--- config.mk ---
export PLATFORM = sky130hd
export DESIGN_NAME = hashed_timer_wheel_unit
export DESIGN_NICKNAME = d
export VERILOG_FILES = /design/src/rtl/hwt_pkg.sv /design/src/rtl/hwt_datapath.sv /design/src/rtl/hwt_ctrl.sv /design/src/rtl/hashed_timer_wheel_unit.sv
export SDC_FILE = /design/constraint.sdc
export NUM_CORES = 2
export LEC_CHECK = 0
export BUFFER_PORTS_ARGS = -buffer_cell sky130_fd_sc_hd__buf_4
export CORE_MARGIN = 2
export CORE_UTILIZATION = 35
export DETAILED_ROUTE_END_ITERATION = 8
export PLACE_DENSITY_LB_ADDON = 0.2
export SLEW_MARGIN = 0
export SYNTH_ARGS = -nofsm -noshare
export SYNTH_HDL_FRONTEND = slang
export SYNTH_HIERARCHICAL = 1
export SYNTH_SLANG_ARGS = --single-unit
--- constraint.sdc ---
create_clock -name clk -period 5.83 [get_ports clk]
set_input_delay 1.166 -clock clk [delete_from_list [all_inputs] [get_ports clk]]
set_output_delay 1.166 -clock clk [all_outputs]
set_load 0.05 [all_outputs]
--- src/rtl/hwt_pkg.sv ---
// Package for the hashed timer wheel: sizes, field types, command and status
// codes, and the command/status structs between controller and datapath.
// Depends on nothing; every other file in rtl/ uses it.
package hwt_pkg;

    // Wheel geometry and table size
    localparam int SLOT_COUNT    = 64;
    localparam int TICK_INTERVAL = 1;
    localparam int MAX_TIMERS    = 32;
    localparam int RES_LIMIT     = 32;

    // Fixed field widths of the ports
    localparam int CMD_W    = 2;
    localparam int DELAY_W  = 24;
    localparam int HANDLE_W = 5;
    localparam int TAG_W    = 16;
    localparam int STATUS_W = 3;

    // Derived widths
    localparam int IDX_W  = (MAX_TIMERS > 1) ? $clog2(MAX_TIMERS) : 1;
    localparam int SLOT_W = (SLOT_COUNT > 1) ? $clog2(SLOT_COUNT) : 1;
    localparam int ROT_MAX = ((1 << DELAY_W) - 1) / (SLOT_COUNT * TICK_INTERVAL);
    localparam int ROT_W  = (ROT_MAX > 0) ? $clog2(ROT_MAX + 1) : 1;
    localparam int CNT_W  = $clog2(RES_LIMIT + 1);

    typedef logic [CMD_W-1:0]    cmd_code_t;
    typedef logic [DELAY_W-1:0]  delay_t;
    typedef logic [HANDLE_W-1:0] handle_t;
    typedef logic [TAG_W-1:0]    tag_t;
    typedef logic [STATUS_W-1:0] status_t;
    typedef logic [IDX_W-1:0]    idx_t;
    typedef logic [SLOT_W-1:0]   slot_t;
    typedef logic [SLOT_W:0]     slot_sum_t;
    typedef logic [ROT_W-1:0]    rot_t;
    typedef logic [CNT_W-1:0]    cnt_t;

    // Command codes
    localparam cmd_code_t CMD_ADD    = 2'd0;
    localparam cmd_code_t CMD_REMOVE = 2'd1;
    localparam cmd_code_t CMD_TICK   = 2'd2;

    // Result status codes
    localparam status_t ST_ADDED    = 3'd0;
    localparam status_t ST_FULL     = 3'd1;
    localparam status_t ST_REMOVED  = 3'd2;
    localparam status_t ST_NOTFOUND = 3'd3;
    localparam status_t ST_EXPIRED  = 3'd4;
    localparam status_t ST_IDLE     = 3'd5;

    // One timer entry as held in the table memory
    typedef struct packed {
        slot_t slot;
        rot_t  rot;
        tag_t  tag;
    } entry_t;

    // Controller to datapath
    typedef struct packed {
        logic cap;        // capture the input fields
        logic rd_handle;  // read table at the captured handle
        logic rd_scan;    // read table at the next scan index
        logic scan_clr;   // restart the scan at entry zero
        logic scan_inc;   // step the scan index
        logic do_add;     // place a new timer, report added or full
        logic do_remove;  // free the captured handle, report the outcome
        logic do_eval;    // decrement or expire the scanned entry
        logic do_finish;  // give the final tick result, advance the wheel
    } hwt_cmd_t;

    // Datapath to controller
    typedef struct packed {
        logic out_free;    // output register can take a result this cycle
        logic eval_stall;  // scanned entry needs the output and it is busy
        logic scan_last;   // scan index is at the last entry
    } hwt_stat_t;

endpackage

--- src/rtl/hwt_datapath.sv ---
// Datapath of the hashed timer wheel: table memory, valid bits, wheel
// position, tick scan state and the result output register.
// Depends on hwt_pkg; driven by hwt_ctrl through hwt_pkg::hwt_cmd_t.
module hwt_datapath
(
    input  logic                clk,
    input  logic                rst_n,
    input  hwt_pkg::delay_t     delay,
    input  hwt_pkg::handle_t    handle,
    input  hwt_pkg::tag_t       owner_tag,
    input  hwt_pkg::hwt_cmd_t   cmd,
    output hwt_pkg::hwt_stat_t  stat,
    output logic                out_valid,
    input  logic                out_ready,
    output hwt_pkg::status_t    status,
    output hwt_pkg::handle_t    handle_res,
    output hwt_pkg::tag_t       owner_tag_res,
    output logic                last
);

    // Captured input fields
    hwt_pkg::delay_t  delay_reg;
    hwt_pkg::handle_t handle_reg;
    hwt_pkg::tag_t    tag_reg;

    // Table storage
    hwt_pkg::entry_t               mem [hwt_pkg::MAX_TIMERS];
    hwt_pkg::entry_t               rdata_reg;
    logic [hwt_pkg::MAX_TIMERS-1:0] valid_reg, valid_next;

    // Wheel and scan state
    hwt_pkg::slot_t cur_slot_reg, cur_slot_next;
    hwt_pkg::idx_t  scan_reg, scan_next;
    hwt_pkg::cnt_t  cnt_reg, cnt_next;

    // Expiry held back until it is known whether another follows
    logic           pend_valid_reg, pend_valid_next;
    hwt_pkg::idx_t  pend_idx_reg;
    hwt_pkg::tag_t  pend_tag_reg;

    // Output register
    logic             out_valid_reg, out_valid_next;
    hwt_pkg::status_t out_status_reg;
    hwt_pkg::handle_t out_handle_reg;
    hwt_pkg::tag_t    out_tag_reg;
    logic             out_last_reg;

    // Combinational helpers
    logic             free_found;
    hwt_pkg::idx_t    free_idx;
    hwt_pkg::delay_t  ticks;
    hwt_pkg::slot_t   slot_off;
    hwt_pkg::slot_sum_t slot_sum;
    hwt_pkg::slot_t   new_slot;
    hwt_pkg::rot_t    new_rot;
    hwt_pkg::idx_t    rm_idx;
    logic             rm_hit;
    logic             ev_match;
    logic             ev_zero;
    logic             ev_expire;
    logic             ev_dec;
    logic             out_free;
    logic             wr_en;
    hwt_pkg::idx_t    wr_addr;
    hwt_pkg::entry_t  wr_data;
    logic             rd_en;
    hwt_pkg::idx_t    rd_addr;
    logic             out_load;
    hwt_pkg::status_t ld_status;
    hwt_pkg::handle_t ld_handle;
    hwt_pkg::tag_t    ld_tag;
    logic             ld_last;

    // Find the lowest free handle
    always_comb
    begin
        free_found = 1'b0;
        free_idx   = '0;
        for (int i = hwt_pkg::MAX_TIMERS - 1; i >= 0; i--)
        begin
            if (!valid_reg[i])
            begin
                free_found = 1'b1;
                free_idx   = hwt_pkg::idx_t'(i);
            end
        end
    end

    // Work out slot and rotation of a new timer
    always_comb
    begin
        ticks    = hwt_pkg::delay_t'(delay_reg / hwt_pkg::TICK_INTERVAL);
        slot_off = hwt_pkg::slot_t'(ticks % hwt_pkg::SLOT_COUNT);
        slot_sum = {1'b0, cur_slot_reg} + {1'b0, slot_off};
        if (slot_sum >= hwt_pkg::slot_sum_t'(hwt_pkg::SLOT_COUNT))
        begin
            new_slot = hwt_pkg::slot_t'(slot_sum - hwt_pkg::slot_sum_t'(hwt_pkg::SLOT_COUNT));
        end
        else
        begin
            new_slot = hwt_pkg::slot_t'(slot_sum);
        end
        new_rot = hwt_pkg::rot_t'(ticks / hwt_pkg::SLOT_COUNT);
    end

    // Qualify the remove handle and the scanned entry
    always_comb
    begin
        rm_idx    = hwt_pkg::idx_t'(handle_reg);
        rm_hit    = (int'(handle_reg) < hwt_pkg::MAX_TIMERS) && valid_reg[rm_idx];
        ev_match  = valid_reg[scan_reg] && (rdata_reg.slot == cur_slot_reg);
        ev_zero   = (rdata_reg.rot == '0);
        ev_expire = ev_match && ev_zero
                    && (cnt_reg < hwt_pkg::cnt_t'(hwt_pkg::RES_LIMIT));
        ev_dec    = ev_match && !ev_zero;
        out_free  = !out_valid_reg || out_ready;
    end

    // Status back to the controller
    always_comb
    begin
        stat.out_free   = out_free;
        stat.eval_stall = ev_expire && pend_valid_reg && !out_free;
        stat.scan_last  = (scan_reg == hwt_pkg::idx_t'(hwt_pkg::MAX_TIMERS - 1));
    end

    // Scan index, table write and read port
    always_comb
    begin
        if (cmd.scan_clr)
        begin
            scan_next = '0;
        end
        else if (cmd.scan_inc)
        begin
            scan_next = scan_reg + hwt_pkg::idx_t'(1);
        end
        else
        begin
            scan_next = scan_reg;
        end

        wr_en   = 1'b0;
        wr_addr = scan_reg;
        wr_data = '{slot: rdata_reg.slot, rot: rdata_reg.rot - hwt_pkg::rot_t'(1),
                    tag: rdata_reg.tag};
        if (cmd.do_add && free_found)
        begin
            wr_en   = 1'b1;
            wr_addr = free_idx;
            wr_data = '{slot: new_slot, rot: new_rot, tag: tag_reg};
        end
        else if (cmd.do_eval && ev_dec)
        begin
            wr_en = 1'b1;
        end

        rd_en   = cmd.rd_handle || cmd.rd_scan;
        rd_addr = cmd.rd_handle ? rm_idx : scan_next;
    end

    // Valid bits, wheel position, expiry count and held expiry
    always_comb
    begin
        valid_next      = valid_reg;
        cur_slot_next   = cur_slot_reg;
        cnt_next        = cnt_reg;
        pend_valid_next = pend_valid_reg;

        if (cmd.do_add && free_found)
        begin
            valid_next[free_idx] = 1'b1;
        end
        if (cmd.do_remove && rm_hit)
        begin
            valid_next[rm_idx] = 1'b0;
        end
        if (cmd.do_eval && ev_expire)
        begin
            valid_next[scan_reg] = 1'b0;
            cnt_next             = cnt_reg + hwt_pkg::cnt_t'(1);
            pend_valid_next      = 1'b1;
        end
        if (cmd.do_finish)
        begin
            cnt_next        = '0;
            pend_valid_next = 1'b0;
            if (cur_slot_reg == hwt_pkg::slot_t'(hwt_pkg::SLOT_COUNT - 1))
            begin
                cur_slot_next = '0;
            end
            else
            begin
                cur_slot_next = cur_slot_reg + hwt_pkg::slot_t'(1);
            end
        end
    end

    // Select the result to load into the output register
    always_comb
    begin
        out_load  = 1'b0;
        ld_status = hwt_pkg::ST_IDLE;
        ld_handle = '0;
        ld_tag    = '0;
        ld_last   = 1'b1;

        if (cmd.do_add)
        begin
            out_load = 1'b1;
            if (free_found)
            begin
                ld_status = hwt_pkg::ST_ADDED;
                ld_handle = hwt_pkg::handle_t'(free_idx);
            end
            else
            begin
                ld_status = hwt_pkg::ST_FULL;
            end
        end
        else if (cmd.do_remove)
        begin
            out_load = 1'b1;
            if (rm_hit)
            begin
                ld_status = hwt_pkg::ST_REMOVED;
                ld_handle = handle_reg;
                ld_tag    = rdata_reg.tag;
            end
            else
            begin
                ld_status = hwt_pkg::ST_NOTFOUND;
            end
        end
        else if (cmd.do_eval && ev_expire && pend_valid_reg)
        begin
            // A later expiry exists, so the held one is not the last
            out_load  = 1'b1;
            ld_status = hwt_pkg::ST_EXPIRED;
            ld_handle = hwt_pkg::handle_t'(pend_idx_reg);
            ld_tag    = pend_tag_reg;
            ld_last   = 1'b0;
        end
        else if (cmd.do_finish)
        begin
            out_load = 1'b1;
            if (pend_valid_reg)
            begin
                ld_status = hwt_pkg::ST_EXPIRED;
                ld_handle = hwt_pkg::handle_t'(pend_idx_reg);
                ld_tag    = pend_tag_reg;
            end
        end

        if (out_load)
        begin
            out_valid_next = 1'b1;
        end
        else if (out_ready)
        begin
            out_valid_next = 1'b0;
        end
        else
        begin
            out_valid_next = out_valid_reg;
        end
    end

    // Hold control state
    always_ff @(posedge clk or negedge rst_n)
    begin
        if (!rst_n)
        begin
            valid_reg      <= '0;
            cur_slot_reg   <= '0;
            scan_reg       <= '0;
            cnt_reg        <= '0;
            pend_valid_reg <= 1'b0;
            out_valid_reg  <= 1'b0;
        end
        else
        begin
            valid_reg      <= valid_next;
            cur_slot_reg   <= cur_slot_next;
            scan_reg       <= scan_next;
            cnt_reg        <= cnt_next;
            pend_valid_reg <= pend_valid_next;
            out_valid_reg  <= out_valid_next;
        end
    end

    // Hold payload: captured fields, held expiry and output result
    always_ff @(posedge clk)
    begin
        if (cmd.cap)
        begin
            delay_reg  <= delay;
            handle_reg <= handle;
            tag_reg    <= owner_tag;
        end
        if (cmd.do_eval && ev_expire)
        begin
            pend_idx_reg <= scan_reg;
            pend_tag_reg <= rdata_reg.tag;
        end
        if (out_load)
        begin
            out_status_reg <= ld_status;
            out_handle_reg <= ld_handle;
            out_tag_reg    <= ld_tag;
            out_last_reg   <= ld_last;
        end
    end

    // Table memory: one write port, one registered read port
    always_ff @(posedge clk)
    begin
        if (wr_en)
        begin
            mem[wr_addr] <= wr_data;
        end
        if (rd_en)
        begin
            rdata_reg <= mem[rd_addr];
        end
    end

    assign out_valid     = out_valid_reg;
    assign status        = out_status_reg;
    assign handle_res    = out_handle_reg;
    assign owner_tag_res = out_tag_reg;
    assign last          = out_last_reg;

endmodule

--- src/rtl/hwt_ctrl.sv ---
// Controller of the hashed timer wheel: sequences add, remove and the tick
// scan, and drives the datapath through hwt_pkg::hwt_cmd_t.
// Depends on hwt_pkg; status comes back from hwt_datapath.
module hwt_ctrl
(
    input  logic                clk,
    input  logic                rst_n,
    input  logic                in_valid,
    input  hwt_pkg::cmd_code_t  command,
    input  hwt_pkg::hwt_stat_t  stat,
    output logic                in_ready,
    output hwt_pkg::hwt_cmd_t   cmd
);

    typedef enum logic [2:0] {
        S_IDLE,
        S_ADD,
        S_RM_RD,
        S_RM,
        S_TK_RD,
        S_TK_EV,
        S_TK_END
    } state_t;

    state_t state_reg, state_next;
    logic   in_ready_reg;

    // Next state and datapath commands
    always_comb
    begin
        cmd        = '0;
        state_next = state_reg;
        case (state_reg)
            S_IDLE:
            begin
                if (in_valid && in_ready_reg)
                begin
                    cmd.cap = 1'b1;
                    case (command)
                        hwt_pkg::CMD_ADD:
                        begin
                            state_next = S_ADD;
                        end
                        hwt_pkg::CMD_REMOVE:
                        begin
                            state_next = S_RM_RD;
                        end
                        hwt_pkg::CMD_TICK:
                        begin
                            cmd.scan_clr = 1'b1;
                            state_next   = S_TK_RD;
                        end
                        default:
                        begin
                            // Unused code: drop the transfer
                            state_next = S_IDLE;
                        end
                    endcase
                end
            end
            S_ADD:
            begin
                if (stat.out_free)
                begin
                    cmd.do_add = 1'b1;
                    state_next = S_IDLE;
                end
            end
            S_RM_RD:
            begin
                cmd.rd_handle = 1'b1;
                state_next    = S_RM;
            end
            S_RM:
            begin
                if (stat.out_free)
                begin
                    cmd.do_remove = 1'b1;
                    state_next    = S_IDLE;
                end
            end
            S_TK_RD:
            begin
                cmd.rd_scan = 1'b1;
                state_next  = S_TK_EV;
            end
            S_TK_EV:
            begin
                // Evaluate one entry a cycle unless stalled, reading the next one alongside
                if (!stat.eval_stall)
                begin
                    cmd.do_eval = 1'b1;
                    if (stat.scan_last)
                    begin
                        state_next = S_TK_END;
                    end
                    else
                    begin
                        cmd.scan_inc = 1'b1;
                        cmd.rd_scan  = 1'b1;
                    end
                end
            end
            S_TK_END:
            begin
                if (stat.out_free)
                begin
                    cmd.do_finish = 1'b1;
                    state_next    = S_IDLE;
                end
            end
            default:
            begin
                state_next = S_IDLE;
            end
        endcase
    end

    // Hold state and the registered ready
    always_ff @(posedge clk or negedge rst_n)
    begin
        if (!rst_n)
        begin
            state_reg    <= S_IDLE;
            in_ready_reg <= 1'b0;
        end
        else
        begin
            state_reg    <= state_next;
            in_ready_reg <= (state_next == S_IDLE);
        end
    end

    assign in_ready = in_ready_reg;

endmodule

--- src/rtl/hashed_timer_wheel_unit.sv ---
// Hashed timer wheel, 32 timers over 64 slots. Add: transfer captured, then the
// result is placed and registered; remove: one table read before the result.
// Tick: one table entry per cycle through the single read port while the output
// does not stall; the result stream ends with last set. One item at a time.
// Reset (rst_n, asynchronous) empties the table and sets the wheel to slot 0
// at once; entry contents are undefined until written, no clearing pass.
module hashed_timer_wheel_unit
(
    input  logic               clk,
    input  logic               rst_n,
    input  logic               in_valid,
    output logic               in_ready,
    input  hwt_pkg::cmd_code_t command,
    input  hwt_pkg::delay_t    delay,
    input  hwt_pkg::handle_t   handle,
    input  hwt_pkg::tag_t      owner_tag,
    output logic               out_valid,
    input  logic               out_ready,
    output hwt_pkg::status_t   status,
    output hwt_pkg::handle_t   handle_res,
    output hwt_pkg::tag_t      owner_tag_res,
    output logic               last
);

    hwt_pkg::hwt_cmd_t  cmd;
    hwt_pkg::hwt_stat_t stat;

    // Sequence the commands
    hwt_ctrl u_ctrl
    (
        .clk      (clk),
        .rst_n    (rst_n),
        .in_valid (in_valid),
        .command  (command),
        .stat     (stat),
        .in_ready (in_ready),
        .cmd      (cmd)
    );

    // Table, wheel and output
    hwt_datapath u_dp
    (
        .clk           (clk),
        .rst_n         (rst_n),
        .delay         (delay),
        .handle        (handle),
        .owner_tag     (owner_tag),
        .cmd           (cmd),
        .stat          (stat),
        .out_valid     (out_valid),
        .out_ready     (out_ready),
        .status        (status),
        .handle_res    (handle_res),
        .owner_tag_res (owner_tag_res),
        .last          (last)
    );

    // A final result never overwrites one that has not been taken
    a_load_free: assert property (@(posedge clk) disable iff (!rst_n)
        (cmd.do_add || cmd.do_remove || cmd.do_finish) |-> stat.out_free)
        else $error("result loaded while output register busy");

    // The final tick result is presented on the next cycle
    a_finish_out: assert property (@(posedge clk) disable iff (!rst_n)
        cmd.do_finish |=> out_valid)
        else $error("tick finish did not present a result");

    // At most one table operation per cycle
    a_one_op: assert property (@(posedge clk) disable iff (!rst_n)
        $onehot0({cmd.cap, cmd.do_add, cmd.do_remove, cmd.do_eval, cmd.do_finish}))
        else $error("more than one table operation in a cycle");

    // A valid command keeps the block busy after its transfer
    a_busy: assert property (@(posedge clk) disable iff (!rst_n)
        (in_valid && in_ready && (command == hwt_pkg::CMD_ADD
            || command == hwt_pkg::CMD_REMOVE || command == hwt_pkg::CMD_TICK))
        |=> !in_ready)
        else $error("input ready while a command is in progress");

endmodule
# Word level (Yosys, flattened, before mapping)
# Memories as Yosys holds them, arrays and structs flattened. A register that Yosys moved wholly into a read port is not among the register bits.
# Cells that the tools add are included.
# classes
add_sub_neg,6
order_cmp,8
n_eq_ne,11
muxes,140
bitwise,5
reduce_logical,28
# ops
op,n
5-bit two-way mux,43
32-bit two-way mux,3
16-bit two-way mux,5
1-bit two-way mux,68
32-bit bitwise AND,2
32-bit inverter,2
40-bit two-way mux,1
32-bit bitwise OR,1
3-bit two-way mux,8
6-bit two-way mux,4
18-bit logical NOT,1
5-bit by 6-bit less-than comparator with 1-bit output (second input constant),3
18-bit by 1-bit subtractor with 18-bit output (second input constant),1
1-bit demux with 5-bit select,3
5-bit by 1-bit >= comparator with 1-bit output (second input constant),3
1-bit logical AND,15
3-bit case mux with 5 select lines,1
6-bit by 1-bit adder with 6-bit output (second input constant),2
1-bit binary-select mux with 5-bit select,2
3-bit equality test (second input constant),3
3-bit case mux with 3 select lines,1
6-bit by 6-bit adder with 7-bit output,1
7-bit >= comparator (second input constant),1
3-bit by 2-bit equality test with 1-bit output (second input constant),2
other kinds (17),22
# word_totals
ff_bits,146
ram_bits,1280
in_bits,51
output_inout_bits,27
word_cells,216
memories,1
# mem_list
memory,words,width,rd,rd_ports_with_merged_regs,write_ports,line_no,rtl
u_dp.mem,32,40,1,1,1,hwt_datapath.sv:27,hwt_pkg::entry_t mem [hwt_pkg::MAX_TIMERS];

# Logic depth before layout (Yosys ltp)
# logic_depth
depth_word,42
depth_mapped,20
mapped_depth_nobuf,15

# Modules after synthesis
# The synthesis kept the hierarchy.
# by_module_without_submodules
module,instances,cells_per_inst,area_per_inst_um2,seq_area_each_um2
hwt_datapath,1,4039,58085.7,43646.9
hwt_ctrl,1,35,325.3,100.1

# Worst setup path before layout
# No wires, ideal clock.
# synth_timing
kind,register to register
start,register u_dp.scan_reg[0]
end,"memory u_dp/mem[24][0] in the netlist's numbering, enable pin"
setup_time_ns,0.438
arrival_time_ns,4.920
required_ns,5.392
path_slack_ns,0.472
path_stages_with_launch,13
n_path_buf,1
synth_period_minus_slack_ns,5.358
cell_sequence,dfrtp_1 -> buf_2 -> mux4_2 -> a32o_1 -> a311oi_1 -> and3_1 -> nor4_1 -> nor3b_1 -> nand4_1 -> o21bai_1 -> or3_1 -> a211o_1 -> nor2_1
# synth_lines
element,line_no,rtl
start: declaration,hwt_datapath.sv:33,"hwt_pkg::idx_t scan_reg, scan_next;"
start signal: assignment,hwt_datapath.sv:285,scan_reg <= scan_next;
end: declaration,hwt_datapath.sv:27,

==> impl_metrics.json <==
{
  "status": "complete, no violations",
  "ys_warn_count": 6,
  "drv_slew": 0,
  "slew_headroom_pct": 15.9,
  "num_io_pins": 78,
  "clk_latency_ps": 810,
  "fin_crit_ps": 5370,
  "die-area_sq_um": 170000,
  "avgSynthCellArea_sq_um": 14.3,
  "crit_required_ps": 6440,
  "final-seq-area_sq_um": 43700,
  "drtAntennaViolNets": 0,
  "synthCells": 4074,
  "io_buffers": 77,
  "ys_seq_area_share_pct": 74.9,
  "clockRootBuffer": "clkbuf_16",
  "synth_area_leaders": "edfxtp_1 73%, nand2_1 6.4%, a32oi_1 3.6%",
  "synth_top_area_share_pct": 72.5,
  "area_growth_pct": 16.9,
  "core_area_sq_um": 165000,
  "die-height_microns": 413,
  "synth_seq_cells": 1466,
  "internal_power_w": 0.0252,
  "hpwl_microns": 97500,
  "synth_top_area_cell": "edfxtp_1",
  "ctsHoldBuffers": 0,
  "path_class": "reg -> reg",
  "grt_pass1_wl_microns": 257000,
  "pwr-share-seq_pct": 38.0,
  "max_stage_delay_ps": 570,
  "maxCapViolations": 0,
  "drc": 0,
  "vias": 36800,
  "hold_slack_ps": 435,
  "critPathBufInv": 2,
  "rows": 149,
  "p_per_area_nw_per_um2": 601,
  "multi_input_area_sq_um": 14000,
  "numCtsBuffers": 159,
  "ir_drop_uv": 578,
  "worst_pin_slew_ps": 1250,
  "syn_area_sq_um": 58400,
  "crit_path_start_kind": "register",
  "grt_pass1_vias": 34900,
  "synth_cell_types": 81,
  "p_sw_share_pct": 38.6,
  "p_comb_share_pct": 38.1,
  "setup_tns_ps": 0,
  "finalSetupViolCount": 0,
  "path_max_fanout": 98,
  "wl_microns": 180000,
  "cts_resized": 0,
  "antenna_found_initial": 4,
  "finClkSkew_ps": 47.1,
  "wire_per_inst_microns": 27.6,
  "synth_edf_count": 1411,
  "nNetsFinal": 4281,
  "path_clk_slew_ps": 60,
  "track_usage_pct": 21.0,
  "insertedDiodeCount": 0,
  "worst_path_dominant_cell_family": "compound AO/OA/AOI/OAI gates",
  "p_sw_w": 0.0158,
  "clkPwrFrac_pct": 23.9,
  "clockBufferDepth": 3,
  "drive_gt1_share_pct": 13.9,
  "syn-num-nets": 4139,
  "largest_reg_flops": 1280,
  "drtIter0Drc": 4332,
  "cts_tree": "yes",
  "synth_flop_cell": "edfxtp_1",
  "critPathSlowestCell": "dfrtp_1",
  "hold_class": "in -> async",
  "crit_arrival_ps": 5980,
  "htree_levels": 4,
  "fp.dieW_microns": 413,
  "fin_crit_sh_pct": 92.1,
  "vias_per_cell": 5.64,
  "start_util_pct": 35.3,
  "hold_viol_final": 0,
  "cts_sinks": 1466,
  "clock.fmax_mhz": 186,
  "cp_cell_sequence": "mux4_2, a32o_1, a311oi_1, and3_1, nor4_1, nor3b_1, nor2b_1, xnor2_1, o31a_2, buf_12, buf_4, nand2_1, a32oi_1, o22ai_1, a211oi_1",
  "cp-end-kind": "register",
  "grt_max_degree": 134,
  "grt_overflow": 0,
  "async_reset_ff_share_pct": 3.75,
  "cts_setup_buffers": 0,
  "place_congestion": 0.905,
  "p_leak_nw": 22.2,
  "dr.pass1.iters": 6,
  "fillers": 15100,
  "rsz0062_at_grt": "no"
}
power by group through the flow:
stage / logic, W / clock network, W / registers (W)
global route: 0.0170 / 0.0104 / 0.0157
floorplan: 0.00957 / 0 / 0.0158
finish: 0.0156 / 0.00978 / 0.0156
CTS: 0.0157 / 0.00997 / 0.0156
global placement: 0.0156 / 0 / 0.0158
detailed placement: 0.0156 / 0 / 0.0158
stage by stage:
| step | utilization (%) | cells | setup WS [ps] | total power [W] | cell area [sq um] |
|---|---|---|---|---|---|
| floorplan | - | 4074 | 472 | 0.0254 | 58400 |
| global placement | 38.3 | 6244 | 564 | 0.0314 | 63300 |
| detailed placement | 38.3 | 6244 | 513 | 0.0314 | 63300 |
| CTS | 41.3 | 6526 | 463 | 0.0412 | 68300 |
| global route | 41.3 | 6526 | 107 | 0.0430 | 68300 |
| finish | 41.3 | 6526 | 461 | 0.0410 | 68300 |
worst reg2reg max path, stage by stage (launching register included):
cell and delay (ps):
dfrtp_1 570, mux4_2 570, a32o_1 250, a311oi_1 330
and3_1 300, nor4_1 100, nor3b_1 280, nor2b_1 480
xnor2_1 350, o31a_2 280, buf_12 420, buf_4 490
nand2_1 110, a32oi_1 300, o22ai_1 120, a211oi_1 230
kinds of logic (layout without fill, tap and decap cells):
logic type / count (synthesis) / after routing / share of synthesized area, %
flip-flops: 1466 / 1466 / 74.9
AND/OR/NAND/NOR: 1280 / 1280 / 8.96
AO/OA/AOI/OAI: 922 / 922 / 11.1
buffers and inverters: 293 / 556 / 2.00
multiplexers: 67 / 67 / 2.29
XOR/XNOR: 31 / 31 / 0.465
adder cells (fa/ha/maj): 15 / 15 / 0.330
metal layers:
metal / GRT usage [%] / vias up / part of all wire, %
li1: - / 16000 / -
met1: 30.6 / 19100 / 45
met2: 32.4 / 1438 / 46
met3: 3.38 / 266 / 7.0
met4: 5.78 / 0 / 2.5
met5: 0 / - / 0
cell usage after synthesis, drive strengths merged (4+ instances only):
master and number:
and3 7, nor2b 11, and4 5, nand2 1002
edfxtp 1411, buf 84, a211oi 57, nand4 16
xnor2 17, nor2 103, nand2b 14, nand3 59
nor3 18, o211ai 5, nor3b 4, and2 5
a221o 5, o31ai 6, a22oi 83, o21bai 4
a31oi 55, inv 25, xor2 14, nor4 7
mux2i 11, or3 10, a32oi 239, mux4 53
o32a 4, a311oi 11, o21a 5, a21boi 4
or4 4, dfrtp 55, clkbuf 184, a21oi 276
o22ai 85, a21o 6, o221a 6, nand3b 6
o21ai 33, a22o 19, ha 13
area by class of cell:
cell class                 count  share of cell area [%]
clock buffer                 194                    6.08
clock inverter                88                    1.22
multi-input combinational   2315                    20.4
sequential                  1466                    64.1
timing repair buffer         249                    4.04
inverter                      25                   0.137
tap                         2189                    4.01
cells in the final DEF (no fill, tap or decap), types with 16 or more instances in the layout:
cell       netlist  routed
nor2_1         103      65
edfxtp_1      1411    1411
nor2_4           0      38
buf_4            2     178
clkinv_1         0      39
nand2_1        999     998
dfrtp_1         55      55
a32oi_1        239     239
clkinv_2         0      17
a211oi_1        56      56
a22oi_1         83      83
a22o_1          19      19
clkbuf_1       184      33
buf_12           0      71
o22ai_1         85      85
clkbuf_16        0     161
xnor2_1         17      17
nand4_1         16      16
nand3_1         59      55
mux4_2          53      53
a31oi_1         54      50
inv_1           24      24
a21oi_1        275     273
worst paths after layout:
kind	from	to	slack, ps	depth (start not counted)
worst max-delay path	u_dp/scan_reg[0]	u_dp/rdata_reg[25]	460	15
worst min-delay path	rst_n	u_dp/cur_slot_reg[4]	430	1
worst max register to register	u_dp/scan_reg[0]	u_dp/rdata_reg[25]	460	15
worst min register to register	u_dp/pend_tag_reg[13]	u_dp/owner_tag_res[13]	540	1
max in group asynchronous	rst_n	u_dp/valid_reg[17]	4870	1
min in group clk	handle[0]	u_dp/handle_reg[0]	540	1
Power figures use the tool's default switching activity.
